`src/rtl/core/pott_pkg.sv`:
```
// shared types and codes for the periodic/one-shot timer table
// no dependencies; imported by pott_ctrl, pott_dp and the top level
package pott_pkg;

  // default sizes for the top-level parameters
  localparam int SLOTS_DEF     = 16;
  localparam int TIME_BITS_DEF = 32;

  // operation codes carried by an input item (6 and 7 are unused)
  typedef enum logic [2:0] {
    OP_TICK    = 3'd0,
    OP_CREATE  = 3'd1,
    OP_DELETE  = 3'd2,
    OP_ENABLE  = 3'd3,
    OP_DISABLE = 3'd4,
    OP_RESTART = 3'd5
  } op_t;

  // result event kinds
  typedef enum logic [1:0] {
    EV_ACK       = 2'd0,
    EV_FIRED     = 2'd1,
    EV_SCAN_DONE = 2'd2
  } event_t;

  // result status codes
  typedef enum logic [1:0] {
    ST_OK   = 2'd0,
    ST_FULL = 2'd1,
    ST_FREE = 2'd2
  } status_t;

  // controller states
  typedef enum logic [1:0] {
    S_IDLE,
    S_EXEC,
    S_SCAN,
    S_DONE
  } state_t;

  // controller to datapath commands
  typedef struct packed {
    logic load;      // capture the input item
    logic tick_inc;  // advance the tick count
    logic scan_go;   // arm the slot scan
    logic exec;      // run a non-tick operation
    logic scan;      // scan step
    logic finish;    // emit scan-finished result
  } dp_cmd_t;

  // datapath to controller status
  typedef struct packed {
    logic scan_end;  // last slot is being evaluated
  } dp_stat_t;

endpackage

```
`src/rtl/core/pott_ctrl.sv`:
```
// controller state machine for the timer table
// depends on pott_pkg; drives commands into pott_dp
module pott_ctrl (
  input  logic              clk,
  input  logic              rst_n,
  input  logic              start,
  input  logic [2:0]        in_operation,
  input  pott_pkg::dp_stat_t stat,
  output logic              busy,
  output pott_pkg::dp_cmd_t cmd
);
  import pott_pkg::*;

  state_t state_r, state_nxt;
  logic   accept;
  logic   is_tick;

  assign accept  = start && (state_r == S_IDLE);
  assign is_tick = (in_operation == OP_TICK);

  // state register
  always_ff @(posedge clk) begin
    if (!rst_n) begin
      state_r <= S_IDLE;
    end else begin
      state_r <= state_nxt;
    end
  end

  // next state
  always_comb begin
    state_nxt = state_r;
    unique case (state_r)
      S_IDLE: begin
        if (accept) begin
          state_nxt = is_tick ? S_SCAN : S_EXEC;
        end
      end
      S_EXEC: state_nxt = S_IDLE;
      S_SCAN: begin
        if (stat.scan_end) begin
          state_nxt = S_DONE;
        end
      end
      S_DONE: state_nxt = S_IDLE;
      default: state_nxt = S_IDLE;
    endcase
  end

  // outputs
  always_comb begin
    cmd          = '0;
    busy         = (state_r != S_IDLE);
    cmd.load     = accept;
    cmd.tick_inc = accept && is_tick;
    cmd.scan_go  = accept && is_tick;
    cmd.exec     = (state_r == S_EXEC);
    cmd.scan     = (state_r == S_SCAN);
    cmd.finish   = (state_r == S_DONE);
  end

endmodule

```
`src/rtl/core/pott_dp.sv`:
```
// datapath for the timer table: slot flags, delay and fire-time memories,
// tick count, scan pointers and the result register; depends on pott_pkg
module pott_dp #(
  parameter int SLOTS     = pott_pkg::SLOTS_DEF,
  parameter int TIME_BITS = pott_pkg::TIME_BITS_DEF
) (
  input  logic               clk,
  input  logic               rst_n,
  input  pott_pkg::dp_cmd_t  cmd,
  output pott_pkg::dp_stat_t stat,
  input  logic [2:0]         in_operation,
  input  logic [3:0]         in_timer_id,
  input  logic [31:0]        in_delay_ticks,
  input  logic               in_periodic,
  output logic               out_valid,
  output logic [1:0]         out_event_res,
  output logic [1:0]         out_status,
  output logic [3:0]         out_slot_index,
  output logic               out_last
);
  import pott_pkg::*;

  localparam int IDX_W = $clog2(SLOTS);
  localparam logic [IDX_W-1:0] LAST_IDX = IDX_W'(SLOTS - 1);

  // captured item
  logic [2:0]           op_r;
  logic [3:0]           id_r;
  logic [TIME_BITS-1:0] dly_r;
  logic                 per_in_r;

  // slot flags
  logic [SLOTS-1:0] used_r, used_nxt;
  logic [SLOTS-1:0] en_r, en_nxt;
  logic [SLOTS-1:0] per_r, per_nxt;

  logic [TIME_BITS-1:0] tick_now_r;

  // delay and fire-time memories
  logic [TIME_BITS-1:0] dly_mem  [SLOTS];
  logic [TIME_BITS-1:0] last_mem [SLOTS];
  logic [TIME_BITS-1:0] rd_dly_r, rd_last_r;
  logic                 dly_we, last_we;
  logic [IDX_W-1:0]     dly_wa, last_wa;

  // scan pointers
  logic [IDX_W-1:0] rd_ptr_r, ev_ptr_r;
  logic             rd_on_r, ev_on_r;

  // result register
  logic       out_valid_r, out_valid_nxt;
  logic [1:0] out_ev_r, out_ev_nxt;
  logic [1:0] out_st_r, out_st_nxt;
  logic [3:0] out_idx_r, out_idx_nxt;
  logic       out_last_r, out_last_nxt;

  // lookups
  logic [IDX_W-1:0]     free_idx;
  logic                 full;
  logic [IDX_W-1:0]     id_idx;
  logic                 id_ok;
  logic [TIME_BITS-1:0] elapsed;
  logic                 fire;

  // lowest free slot
  always_comb begin
    free_idx = '0;
    for (int i = SLOTS - 1; i >= 0; i--) begin
      if (!used_r[i]) begin
        free_idx = IDX_W'(i);
      end
    end
  end
  assign full = &used_r;

  // addressed slot must exist and be in use
  assign id_idx = IDX_W'(id_r);
  assign id_ok  = ({3'b000, id_r} < 7'(SLOTS)) && used_r[id_idx];

  // wrapping elapsed time against the delay of the slot under evaluation
  assign elapsed = tick_now_r - rd_last_r;
  assign fire    = used_r[ev_ptr_r] && en_r[ev_ptr_r] && (elapsed >= rd_dly_r);

  assign stat.scan_end = ev_on_r && (ev_ptr_r == LAST_IDX);

  // operation decode, scan evaluation and result
  always_comb begin
    used_nxt      = used_r;
    en_nxt        = en_r;
    per_nxt       = per_r;
    dly_we        = 1'b0;
    dly_wa        = free_idx;
    last_we       = 1'b0;
    last_wa       = free_idx;
    out_valid_nxt = 1'b0;
    out_ev_nxt    = EV_ACK;
    out_st_nxt    = ST_OK;
    out_idx_nxt   = id_r;
    out_last_nxt  = 1'b1;

    if (cmd.exec) begin
      out_valid_nxt = 1'b1;
      unique case (op_r)
        OP_CREATE: begin
          if (full) begin
            out_st_nxt  = ST_FULL;
            out_idx_nxt = '0;
          end else begin
            used_nxt[free_idx] = 1'b1;
            en_nxt[free_idx]   = 1'b1;
            per_nxt[free_idx]  = per_in_r;
            dly_we             = 1'b1;
            last_we            = 1'b1;
            out_idx_nxt        = 4'(free_idx);
          end
        end
        OP_DELETE, OP_ENABLE, OP_DISABLE, OP_RESTART: begin
          if (!id_ok) begin
            out_st_nxt = ST_FREE;
          end else begin
            unique case (op_r)
              OP_DELETE: begin
                used_nxt[id_idx] = 1'b0;
                en_nxt[id_idx]   = 1'b0;
              end
              OP_ENABLE:  en_nxt[id_idx] = 1'b1;
              OP_DISABLE: en_nxt[id_idx] = 1'b0;
              default: begin
                last_we = 1'b1;
                last_wa = id_idx;
              end
            endcase
          end
        end
        // unused codes just acknowledge
        default: out_st_nxt = ST_OK;
      endcase
    end else if (cmd.scan && ev_on_r && fire) begin
      out_valid_nxt = 1'b1;
      out_ev_nxt    = EV_FIRED;
      out_idx_nxt   = 4'(ev_ptr_r);
      out_last_nxt  = 1'b0;
      last_we       = 1'b1;
      last_wa       = ev_ptr_r;
      if (!per_r[ev_ptr_r]) begin
        used_nxt[ev_ptr_r] = 1'b0;
        en_nxt[ev_ptr_r]   = 1'b0;
      end
    end else if (cmd.finish) begin
      out_valid_nxt = 1'b1;
      out_ev_nxt    = EV_SCAN_DONE;
      out_idx_nxt   = '0;
    end
  end

  // memories, one write and one registered read each
  always_ff @(posedge clk) begin
    if (dly_we) begin
      dly_mem[dly_wa] <= dly_r;
    end
    rd_dly_r <= dly_mem[rd_ptr_r];
  end

  always_ff @(posedge clk) begin
    if (last_we) begin
      last_mem[last_wa] <= tick_now_r;
    end
    rd_last_r <= last_mem[rd_ptr_r];
  end

  // item capture and payload registers
  always_ff @(posedge clk) begin
    if (cmd.load) begin
      op_r     <= in_operation;
      id_r     <= in_timer_id;
      dly_r    <= TIME_BITS'(in_delay_ticks);
      per_in_r <= in_periodic;
    end
    per_r     <= per_nxt;
    out_ev_r  <= out_ev_nxt;
    out_st_r  <= out_st_nxt;
    out_idx_r <= out_idx_nxt;
    out_last_r <= out_last_nxt;
  end

  // control state: flags, tick count, scan pointers, strobe
  always_ff @(posedge clk) begin
    if (!rst_n) begin
      used_r      <= '0;
      en_r        <= '0;
      tick_now_r  <= '0;
      rd_ptr_r    <= '0;
      ev_ptr_r    <= '0;
      rd_on_r     <= 1'b0;
      ev_on_r     <= 1'b0;
      out_valid_r <= 1'b0;
    end else begin
      used_r      <= used_nxt;
      en_r        <= en_nxt;
      out_valid_r <= out_valid_nxt;
      if (cmd.tick_inc) begin
        tick_now_r <= tick_now_r + TIME_BITS'(1);
      end
      if (cmd.scan_go) begin
        rd_ptr_r <= '0;
        rd_on_r  <= 1'b1;
        ev_on_r  <= 1'b0;
      end else if (cmd.scan) begin
        ev_on_r  <= rd_on_r;
        ev_ptr_r <= rd_ptr_r;
        if (rd_on_r) begin
          rd_ptr_r <= rd_ptr_r + IDX_W'(1);
          if (rd_ptr_r == LAST_IDX) begin
            rd_on_r <= 1'b0;
          end
        end
      end else begin
        ev_on_r <= 1'b0;
      end
    end
  end

  assign out_valid      = out_valid_r;
  assign out_event_res  = out_ev_r;
  assign out_status     = out_st_r;
  assign out_slot_index = out_idx_r;
  assign out_last       = out_last_r;

endmodule

```
`src/rtl/core/periodic_oneshot_timer_table.sv`:
```
// top level of the periodic/one-shot timer table
// depends on pott_pkg, pott_ctrl and pott_dp
//
//  channel  handshake          payload
//  input    start / busy       in_operation, in_timer_id, in_delay_ticks, in_periodic
//  result   out_valid (strobe) out_event_res, out_status, out_slot_index, out_last
//
// a tick item keeps busy high while it scans the table, one slot a cycle through the
// registered read ports of the delay and fire-time memories, and while it emits the
// scan-finished result; no new item is taken until busy is low again
// every other operation keeps busy high while it executes and likewise holds off new items;
// its result is on the ports in the cycle after its busy cycle
// reset clears the in-use and enabled flags and the tick count
// results are strobed for one cycle each and the receiver cannot stall them
module periodic_oneshot_timer_table #(
  parameter int SLOTS     = pott_pkg::SLOTS_DEF,
  parameter int TIME_BITS = pott_pkg::TIME_BITS_DEF
) (
  input  logic        clk,
  input  logic        rst_n,
  input  logic        start,
  output logic        busy,
  input  logic [2:0]  in_operation,
  input  logic [3:0]  in_timer_id,
  input  logic [31:0] in_delay_ticks,
  input  logic        in_periodic,
  output logic        out_valid,
  output logic [1:0]  out_event_res,
  output logic [1:0]  out_status,
  output logic [3:0]  out_slot_index,
  output logic        out_last
);
  import pott_pkg::*;

  dp_cmd_t  cmd;
  dp_stat_t stat;

  // sequencer
  pott_ctrl u_ctrl (
    .clk          (clk),
    .rst_n        (rst_n),
    .start        (start),
    .in_operation (in_operation),
    .stat         (stat),
    .busy         (busy),
    .cmd          (cmd)
  );

  // slot table and result register
  pott_dp #(
    .SLOTS     (SLOTS),
    .TIME_BITS (TIME_BITS)
  ) u_dp (
    .clk            (clk),
    .rst_n          (rst_n),
    .cmd            (cmd),
    .stat           (stat),
    .in_operation   (in_operation),
    .in_timer_id    (in_timer_id),
    .in_delay_ticks (in_delay_ticks),
    .in_periodic    (in_periodic),
    .out_valid      (out_valid),
    .out_event_res  (out_event_res),
    .out_status     (out_status),
    .out_slot_index (out_slot_index),
    .out_last       (out_last)
  );

`ifndef SYNTH
  // a result only follows a busy cycle
  a_res_after_busy: assert property (@(posedge clk) disable iff (!rst_n)
    out_valid |-> $past(busy))
    else $error("result without preceding work");

  // the final result of an item arrives once the block is free again
  a_last_idle: assert property (@(posedge clk) disable iff (!rst_n)
    out_valid && out_last |-> !busy)
    else $error("final result while still busy");

  // an accepted item keeps the block busy in the next cycle
  a_accept_busy: assert property (@(posedge clk) disable iff (!rst_n)
    start && !busy |=> busy)
    else $error("accepted item did not start work");

  // fired results are never the final one of a tick and always carry ok status
  a_fired_not_last: assert property (@(posedge clk) disable iff (!rst_n)
    out_valid && (out_event_res == EV_FIRED) |-> !out_last && (out_status == ST_OK))
    else $error("fired result flagged last or with bad status");
`endif

endmodule

```
`config.mk`:
```
export PLATFORM = sky130hd
export DESIGN_NAME = periodic_oneshot_timer_table
export DESIGN_NICKNAME = d
export VERILOG_FILES = /design/src/rtl/core/pott_pkg.sv /design/src/rtl/core/pott_ctrl.sv /design/src/rtl/core/pott_dp.sv /design/src/rtl/core/periodic_oneshot_timer_table.sv
export SDC_FILE = /design/constraint.sdc
export NUM_CORES = 1
export LEC_CHECK = 0
export CAP_MARGIN = 15
export CORE_AREA = 2 2 328 330
export DETAILED_ROUTE_END_ITERATION = 8
export DIE_AREA = 0 0 330 332
export DONT_BUFFER_PORTS = 1
export GPL_TIMING_DRIVEN = 0
export PLACE_DENSITY = 0.65
export SLEW_MARGIN = 20
export SYNTH_ARGS = -nofsm -noshare
export SYNTH_HDL_FRONTEND = slang
export SYNTH_SLANG_ARGS = --single-unit
```
`constraint.sdc`:
```
create_clock -name clk -period 10.9 [get_ports clk]
set_input_delay 1.635 -clock clk [delete_from_list [all_inputs] [get_ports clk]]
set_output_delay 1.635 -clock clk [all_outputs]
set_load 0.01 [all_outputs]
```
==> results of run 1 <==
## cells in the final DEF (no fill, tap or decap), types with 59 or more instances in the layout
cell type / Yosys / layout
nand2_1: 109 / 109
nor2_1: 113 / 98
mux4_2: 331 / 331
ha_1: 66 / 66
clkbuf_16: 0 / 124
inv_1: 85 / 85
edfxtp_1: 1080 / 1080
a21oi_1: 80 / 80
buf_2: 5 / 62
o21ai_0: 59 / 59
clkbuf_1: 102 / 118
dfxtp_1: 150 / 150
## layer usage
metal / vias up / track usage [%] / part of all wire (%)
met1: 13900 / 32.0 / 41
met5: - / 0 / 0.061
li1: 11300 / - / -
met3: 229 / 4.17 / 6.8
met2: 1112 / 38.2 / 50
met4: 10 / 6.24 / 2.6
## kinds of logic (layout without fill, tap and decap cells)
| family | count (synthesis) | after routing | share of synthesized area [%] |
|---|---|---|---|
| other cells | 0 | 1 | 0 |
| buf+inv | 221 | 582 | 1.72 |
| compound gates | 308 | 308 | 4.22 |
| fa+ha+maj | 67 | 67 | 1.71 |
| flops | 1230 | 1230 | 71.8 |
| simple gates | 442 | 442 | 4.35 |
| mux | 339 | 339 | 15.3 |
| xor+xnor | 51 | 51 | 0.905 |
## worst max path at each step
stage,end,slack (ns),cells after the start
floorplan,u_dp.last_mem[0][0],2.50,20
global placement,u_dp.last_mem[0][8],-3.50,19
detailed placement,u_dp.last_mem[4][8],3.00,21
CTS,u_dp.last_mem[4][10],2.98,21
global route,u_dp.last_mem[4][10],2.30,21
finish,u_dp.last_mem[4][10],2.93,21
## report_power, final
group	switching, W	internal (W)
clock	0.00174	0.00229
sequential	0.0000391	0.00511
combinational	0.0000669	0.0000281
## Yosys cell counts (15+ instances only)
master	instances
a21boi_0	18
a21oi_1	80
a31oi_1	18
and2_1	30
buf_1	27
clkbuf_1	102
dfxtp_1	150
edfxtp_1	1080
ha_1	66
inv_1	85
mux4_2	331
nand2_1	109
nand3_1	55
nand4_1	21
nor2_1	113
nor2b_1	15
nor3_1	33
o21ai_0	59
o221a_2	16
o311ai_0	16
xnor2_1	43
## flip-flops by register name, summed over array words and instances (netlist names), 16 cells and up, named ones only
| register | flops |
|---|---|
| u_dp.per_r | 16 |
| u_dp.dly_mem | 512 |
| u_dp.dly_r | 32 |
| u_dp.rd_dly_r | 32 |
| u_dp.rd_last_r | 32 |
| u_dp.used_r | 16 |
| u_dp.last_mem | 512 |
| u_dp.tick_now_r | 32 |
## final cells by class
| class | instances | area [um^2] | area share, % |
|---|---|---|---|
| multi-input cells | 1207 | 13300 | 23.5 |
| well taps | 1403 | 1760 | 3.11 |
| plain buffers | 136 | 564 | 0.999 |
| diodes | 1 | 2.50 | 0.00443 |
| clock inverters | 59 | 435 | 0.771 |
| flip-flops and latches | 1230 | 35400 | 62.7 |
| clock buffers | 168 | 3440 | 6.09 |
| inverters | 85 | 319 | 0.565 |
| repair buffers | 134 | 1250 | 2.21 |
## worst max-delay path, cell delays in order (launching register included)
cell       delay [ns]
dfxtp_1          0.79
ha_1             0.35
nor2b_1          0.14
o31a_1           0.27
o21ai_1          0.38
a31oi_1          0.30
a2111oi_0        0.88
nor2_1           0.11
nor2_1           0.14
nor2_1           0.09
ha_1             0.32
nand4_1          0.14
nor3_1           0.39
o211ai_1         0.27
o2111a_1         0.35
clkbuf_1         0.24
nor2_1           0.46
a21oi_1          0.40
nor4_2           0.77
buf_2            0.34
buf_2            0.24
buf_2            0.23
## through the flow
| stage | total power (W) | util [%] | hold slack [ns] | setup TNS (ns) | cells |
|---|---|---|---|---|---|
| final | 0.00928 | 53.1 | 0.492 | 0 | 4423 |
| after global routing | 0.00954 | 53.1 | 0.522 | 0 | 4422 |
| after CTS | 0.00934 | 53.1 | 0.491 | 0 | 4422 |
| after detailed placement | 0.00534 | 49.5 | 0.506 | 0 | 4195 |
| after global placement | 0.00534 | 48.1 | 0.486 | -1051.24 | 4061 |
| after floorplan | 0.00529 | - | 0.466 | 0 | 2658 |
==> results.md, run 1 <==
* Max cap viols at 0
* Share of post-route cells with drive strength above 1 at 24.6%
* Finished Cell Area at 0.0565 mm^2
* Worst rel slew slack at 20.5%
* Area Growth Syn to Fin at 14.4%
* Aggregate routed wire length at approximately 130 mm
* Top FF cell, synth: edfxtp_1
* Routed Antenna Nets at 0
* Synth area leader: edfxtp_1
* CP startpoint kind: flop
* Vias per std cell at 6.02
* Synth top area cells: edfxtp_1, mux4_2, dfxtp_1
* First-pass GRT wire length at 184 mm
* Final hold violations at 0
* Fmax at 125 MHz
* Post-layout net count at 3025
* Clk sink count at 1230
* Worst Path Class, Setup: reg -> reg
* Clk slew on worst S/H paths at 0.06 ns
* Worst Path Arrival at between 8 and 9 ns
* Cts hold-fix bufs at 0
* Hold crit path type: reg -> reg
* PortBufs at 0
* Setup crit end kind: flop
* Iteration-0 DRC Markers at between 2000 and 3000
* CTS tree: done
* CTS buffer count at about 120
* Total grt overflow at 0
* Fill cells at 8325
* Worst hold path endpoint: u_dp.rd_ptr_r[1]
* I/O Pins at 54
* Maximum vdd drop at 130 uV
* Core ar. at 0.106 mm^2
* CTS resizes at 0
* Pre-CTS setup slack at 3.00 ns
* Worst setup margin at 2.93 ns
* Vias in the first global route at 27100
* Final slew viol count at 0
* Synth top area share at between 60% and 70%
* EDFF count, synth at 1080
* Post-Syn Area per Cell at between 15 and 20 um^2
* Final setup vio count at 0
* Clk_skew at roughly 0.029 ns
* Sequential share of the synthesized area at a little under three quarters
* Per-cell routed wire length at 28.5 um
* Placer Congestion at 0.947
* Clk buf depth at 3
* Initial core utilization at 46.4%
* Std cell rows at 120
* Synth async-reset ratio at 0%
* P_leak at approximately 17 nW
* Status: finished clean
* FF-to-FF End: u_dp.last_mem[4][10]
* Final cycle utilization of the critical path at approximately three quarters
* Flops & latches, synth at between 1000 and 1500
* Post-DP Area at 0.0526 mm^2
* Crit. Startpoint: u_dp.tick_now_r[1]
* Worst slew pin tran at about 1.2 ns
* Mapped Area at 0.0494 mm^2
* Antenna violations before repair at 6
* CP Max Fanout at 21
* Hold Path Origin: u_dp.rd_on_r
* H-tree depth at 3
* CTS Root Cell: clkbuf_16
* Largest net degree at the start of global routing at 23
* Minimum clock period at around 8.0 ns
* Hold Path Stages at 2
* Drt drc at 0
* Synth warnings at 0
* Detailed placement HPWL at roughly 87 mm
* WP data required at ~11 ns
* Clk Latency, worst-skew pair at 0.72 ns
* Via Count at 26600
* R2r setup slk at 2.93 ns
* RSZ-0062 raised after global routing: false
* Die area at around 0.11 mm^2
* Reg2Reg Depth at 21
* Die width at 330 um
* Worst r2r src: u_dp.tick_now_r[1]
* Setup Buffers After CTS at 0
* Gate Count Post-Synth at 2658
* Drt first pass iters at 6
* Syn Nets at 2768
* Die span in y at ~330 um
* Total Routing Usage GR at 23.2%
* Power Density at ~160 mW/mm^2
* Post-synth cell types at 66
(Power assumes the default switching activity.)
==> run 2: changes to the inputs <==
- clock period: 10.9 -> 7.8 ns (I/O delays scaled with it)
==> results.md, run 2 (synthesis gave the netlist of run 1 again) <==
* Status: finished clean
* Setup crit end kind: flop
* Antenna violations before repair at 5
* Clk slew on worst S/H paths at 0.06 ns
* Core ar. at 0.106 mm^2
* Vias in the first global route at between 20000 and 30000
* PortBufs at 0
* Met2 WL post-DR at 62.5 mm
* Post-layout net count at just over 3000
* CTS tree: done
* CP startpoint kind: flop
* Clk sink count at 1230
* Final slew viol count at 0
* Met1 wire length at 52.6 mm
* R2r setup slk at between 0.3 and 0.4 ns
* H-tree depth at 4
* Most frequent cells in the layout: edfxtp_1, mux4_2, dfxtp_1
* Final Util at 53.5%
* WP data required at 8.22 ns
* Clk Latency, worst-skew pair at 0.75 ns
* DP Cell Count at 4184
* Top sig layer: met5
* CTS buffer count at 130
* Clk_skew at 0.0303 ns
* Share of post-route cells with drive strength above 1 at between 20% and 30%
* P_leak at ~17 nW
* Worst slew pin tran at 1.27 ns
* Worst r2r src: u_dp.tick_now_r[6]
* I/O Pins at 54
* Placer Congestion at around 0.91
* Hold Path Stages at 2
* Aggregate routed wire length at 128 mm
* Drt drc at 0
* Fmax at 135 MHz
* Routed Antenna Nets at 0
* Worst Path Class, Setup: reg -> reg
* Per-cell routed wire length at about 29 um
* Total grt overflow at 0
* Setup Buffers After CTS at 0
* DR WL met3 at 8.45 mm
* Minimum clock period at around 7.4 ns
* Die span in y at approximately 330 um
* CP Max Fanout at 20
* Hold crit path type: reg -> reg
* Reg2Reg Depth at 22
* Hold Path Origin: u_dp.rd_on_r
* Initial core utilization at 46.4%
* Largest regs: u_dp.dly_mem: 512 flops, u_dp.last_mem: 512 flops
* Area Growth Syn to Fin at 15.2%
* Worst rel slew slack at 15.6%
* Std cell rows at 120
* Power Density at between 200 and 250 mW/mm^2
* Worst Path Arrival at 7.86 ns
* Die width at 330 um
* RSZ-0062 raised after global routing: false
* Final cycle utilization of the critical path at 95.3%
* Iteration-0 DRC Markers at 2874
* Detailed placement HPWL at ~87 mm
* Post-route insts no fill at ~4400
* Maximum vdd drop at 246 uV
* Fill cells at slightly above 8000
* FF-to-FF End: u_dp.last_mem[0][9]
* Largest net degree at the start of global routing at 23
* Commonest non-fill, non-tap cell in the layout: edfxtp_1
* CTS Root Cell: clkbuf_16
* Final setup vio count at 0
* Clk buf depth at 3
* Drt first pass iters at 6
* Die area at roughly 0.11 mm^2
* Max cap viols at 0
* Vias per std cell at 6.05
* First-pass GRT wire length at between 150 and 200 mm
* Via Count at between 20000 and 30000
* Worst hold path endpoint: u_dp.rd_ptr_r[1]
* Final hold violations at 0
* Total Routing Usage GR at 23.6%
==> run 2: cell count changes in the layout (fill, tap and decap cells not counted), moves of 7 or more <==
| cell | change |
|---|---|
| buf_12 | +11 |
| buf_16 | -10 |
| buf_2 | -10 |
| buf_4 | -7 |
| bufinv_16 | +7 |
| clkbuf_16 | +10 |
| clkbuf_8 | -10 |
| clkinv_2 | -7 |
==> run 2: worst max path at each step <==
stage,start,endpoint,cells past startpoint
floorplan,u_dp.tick_now_r[12],u_dp.last_mem[0][0],20
finish,u_dp.tick_now_r[6],u_dp.last_mem[0][9],22
global placement,u_dp.tick_now_r[6],u_dp.last_mem[5][2],17
global route,u_dp.tick_now_r[6],u_dp.last_mem[0][9],22
detailed placement,u_dp.tick_now_r[6],u_dp.last_mem[0][8],22
CTS,u_dp.tick_now_r[6],u_dp.last_mem[7][9],22
==> run 2: timing repair <==
| action | in CTS | in global routing |
|---|---|---|
| setup endpoints to repair | 175 | 186 |
| pin swaps | 0 | 0 |
| gates resized for setup | 10 | 8 |
| hold buffers | 0 | 0 |
==> run 2: per-layer routing <==
layer,GRT usage [%],vias up
met5,0,-
met4,7.94,6
met3,4.01,255
met2,38.3,1116
met1,32.5,14100
li1,-,11300
==> run 2: area by class of cell <==
class                           instances  area (um^2)  share of cell area, %
Antenna cell                            2         5.00                0.00880
Buffer                                135          557                  0.979
Clock buffer                          171         3560                   6.26
Clock inverter                         69          713                   1.25
Inverter                               85          319                  0.561
Multi-Input combinational cell       1207        13400                   23.5
Sequential cell                      1230        35400                   62.3
Tap cell                             1403         1760                   3.09
Timing Repair Buffer                  126         1160                   2.04
==> run 2: worst max-delay path: stages, from the launching register on <==
cell and delay [ns]:
dfxtp_2 0.54, ha_1 0.37, a2111oi_0 0.55, a21oi_1 0.08, o21ai_1 0.25, a31oi_1 0.36, a2111oi_2 0.61, o31ai_1 0.17
a21oi_1 0.20, xnor2_1 0.23, ha_1 0.34, a21oi_1 0.15, o21a_1 0.16, o22ai_1 0.08, nor3_1 0.24, o2111a_1 0.57
nor3_2 0.16, or3_1 0.56, nor4_4 0.51, buf_2 0.29, buf_4 0.20, buf_2 0.23, buf_2 0.25
==> run 2: power breakdown <==
part	leakage (nW)	switching [W]	internal (W)	total (W)
registers	10.4	0.0000541	0.00714	0.00720
logic	4.94	0.0000947	0.0000396	0.000134
clock network	2.07	0.00254	0.00361	0.00615
total	17.4	0.00269	0.0108	0.0135
==> run 2: per-stage QoR <==
stage / setup slack, ns / instance area [um^2] / hold slack, ns / TNS (ns) / total power [W]
floorplan: -0.597 / 49400 / 0.466 / -107.59 / 0.00739
global placement: -6.32 / 51100 / 0.483 / -2512.33 / 0.00746
detailed placement: -0.521 / 52500 / 0.501 / -31.15 / 0.00747
CTS: 0.000688 / 56800 / 0.478 / 0 / 0.0136
global route: 0.0757 / 56900 / 0.490 / 0 / 0.0138
finish: 0.365 / 56900 / 0.508 / 0 / 0.0135
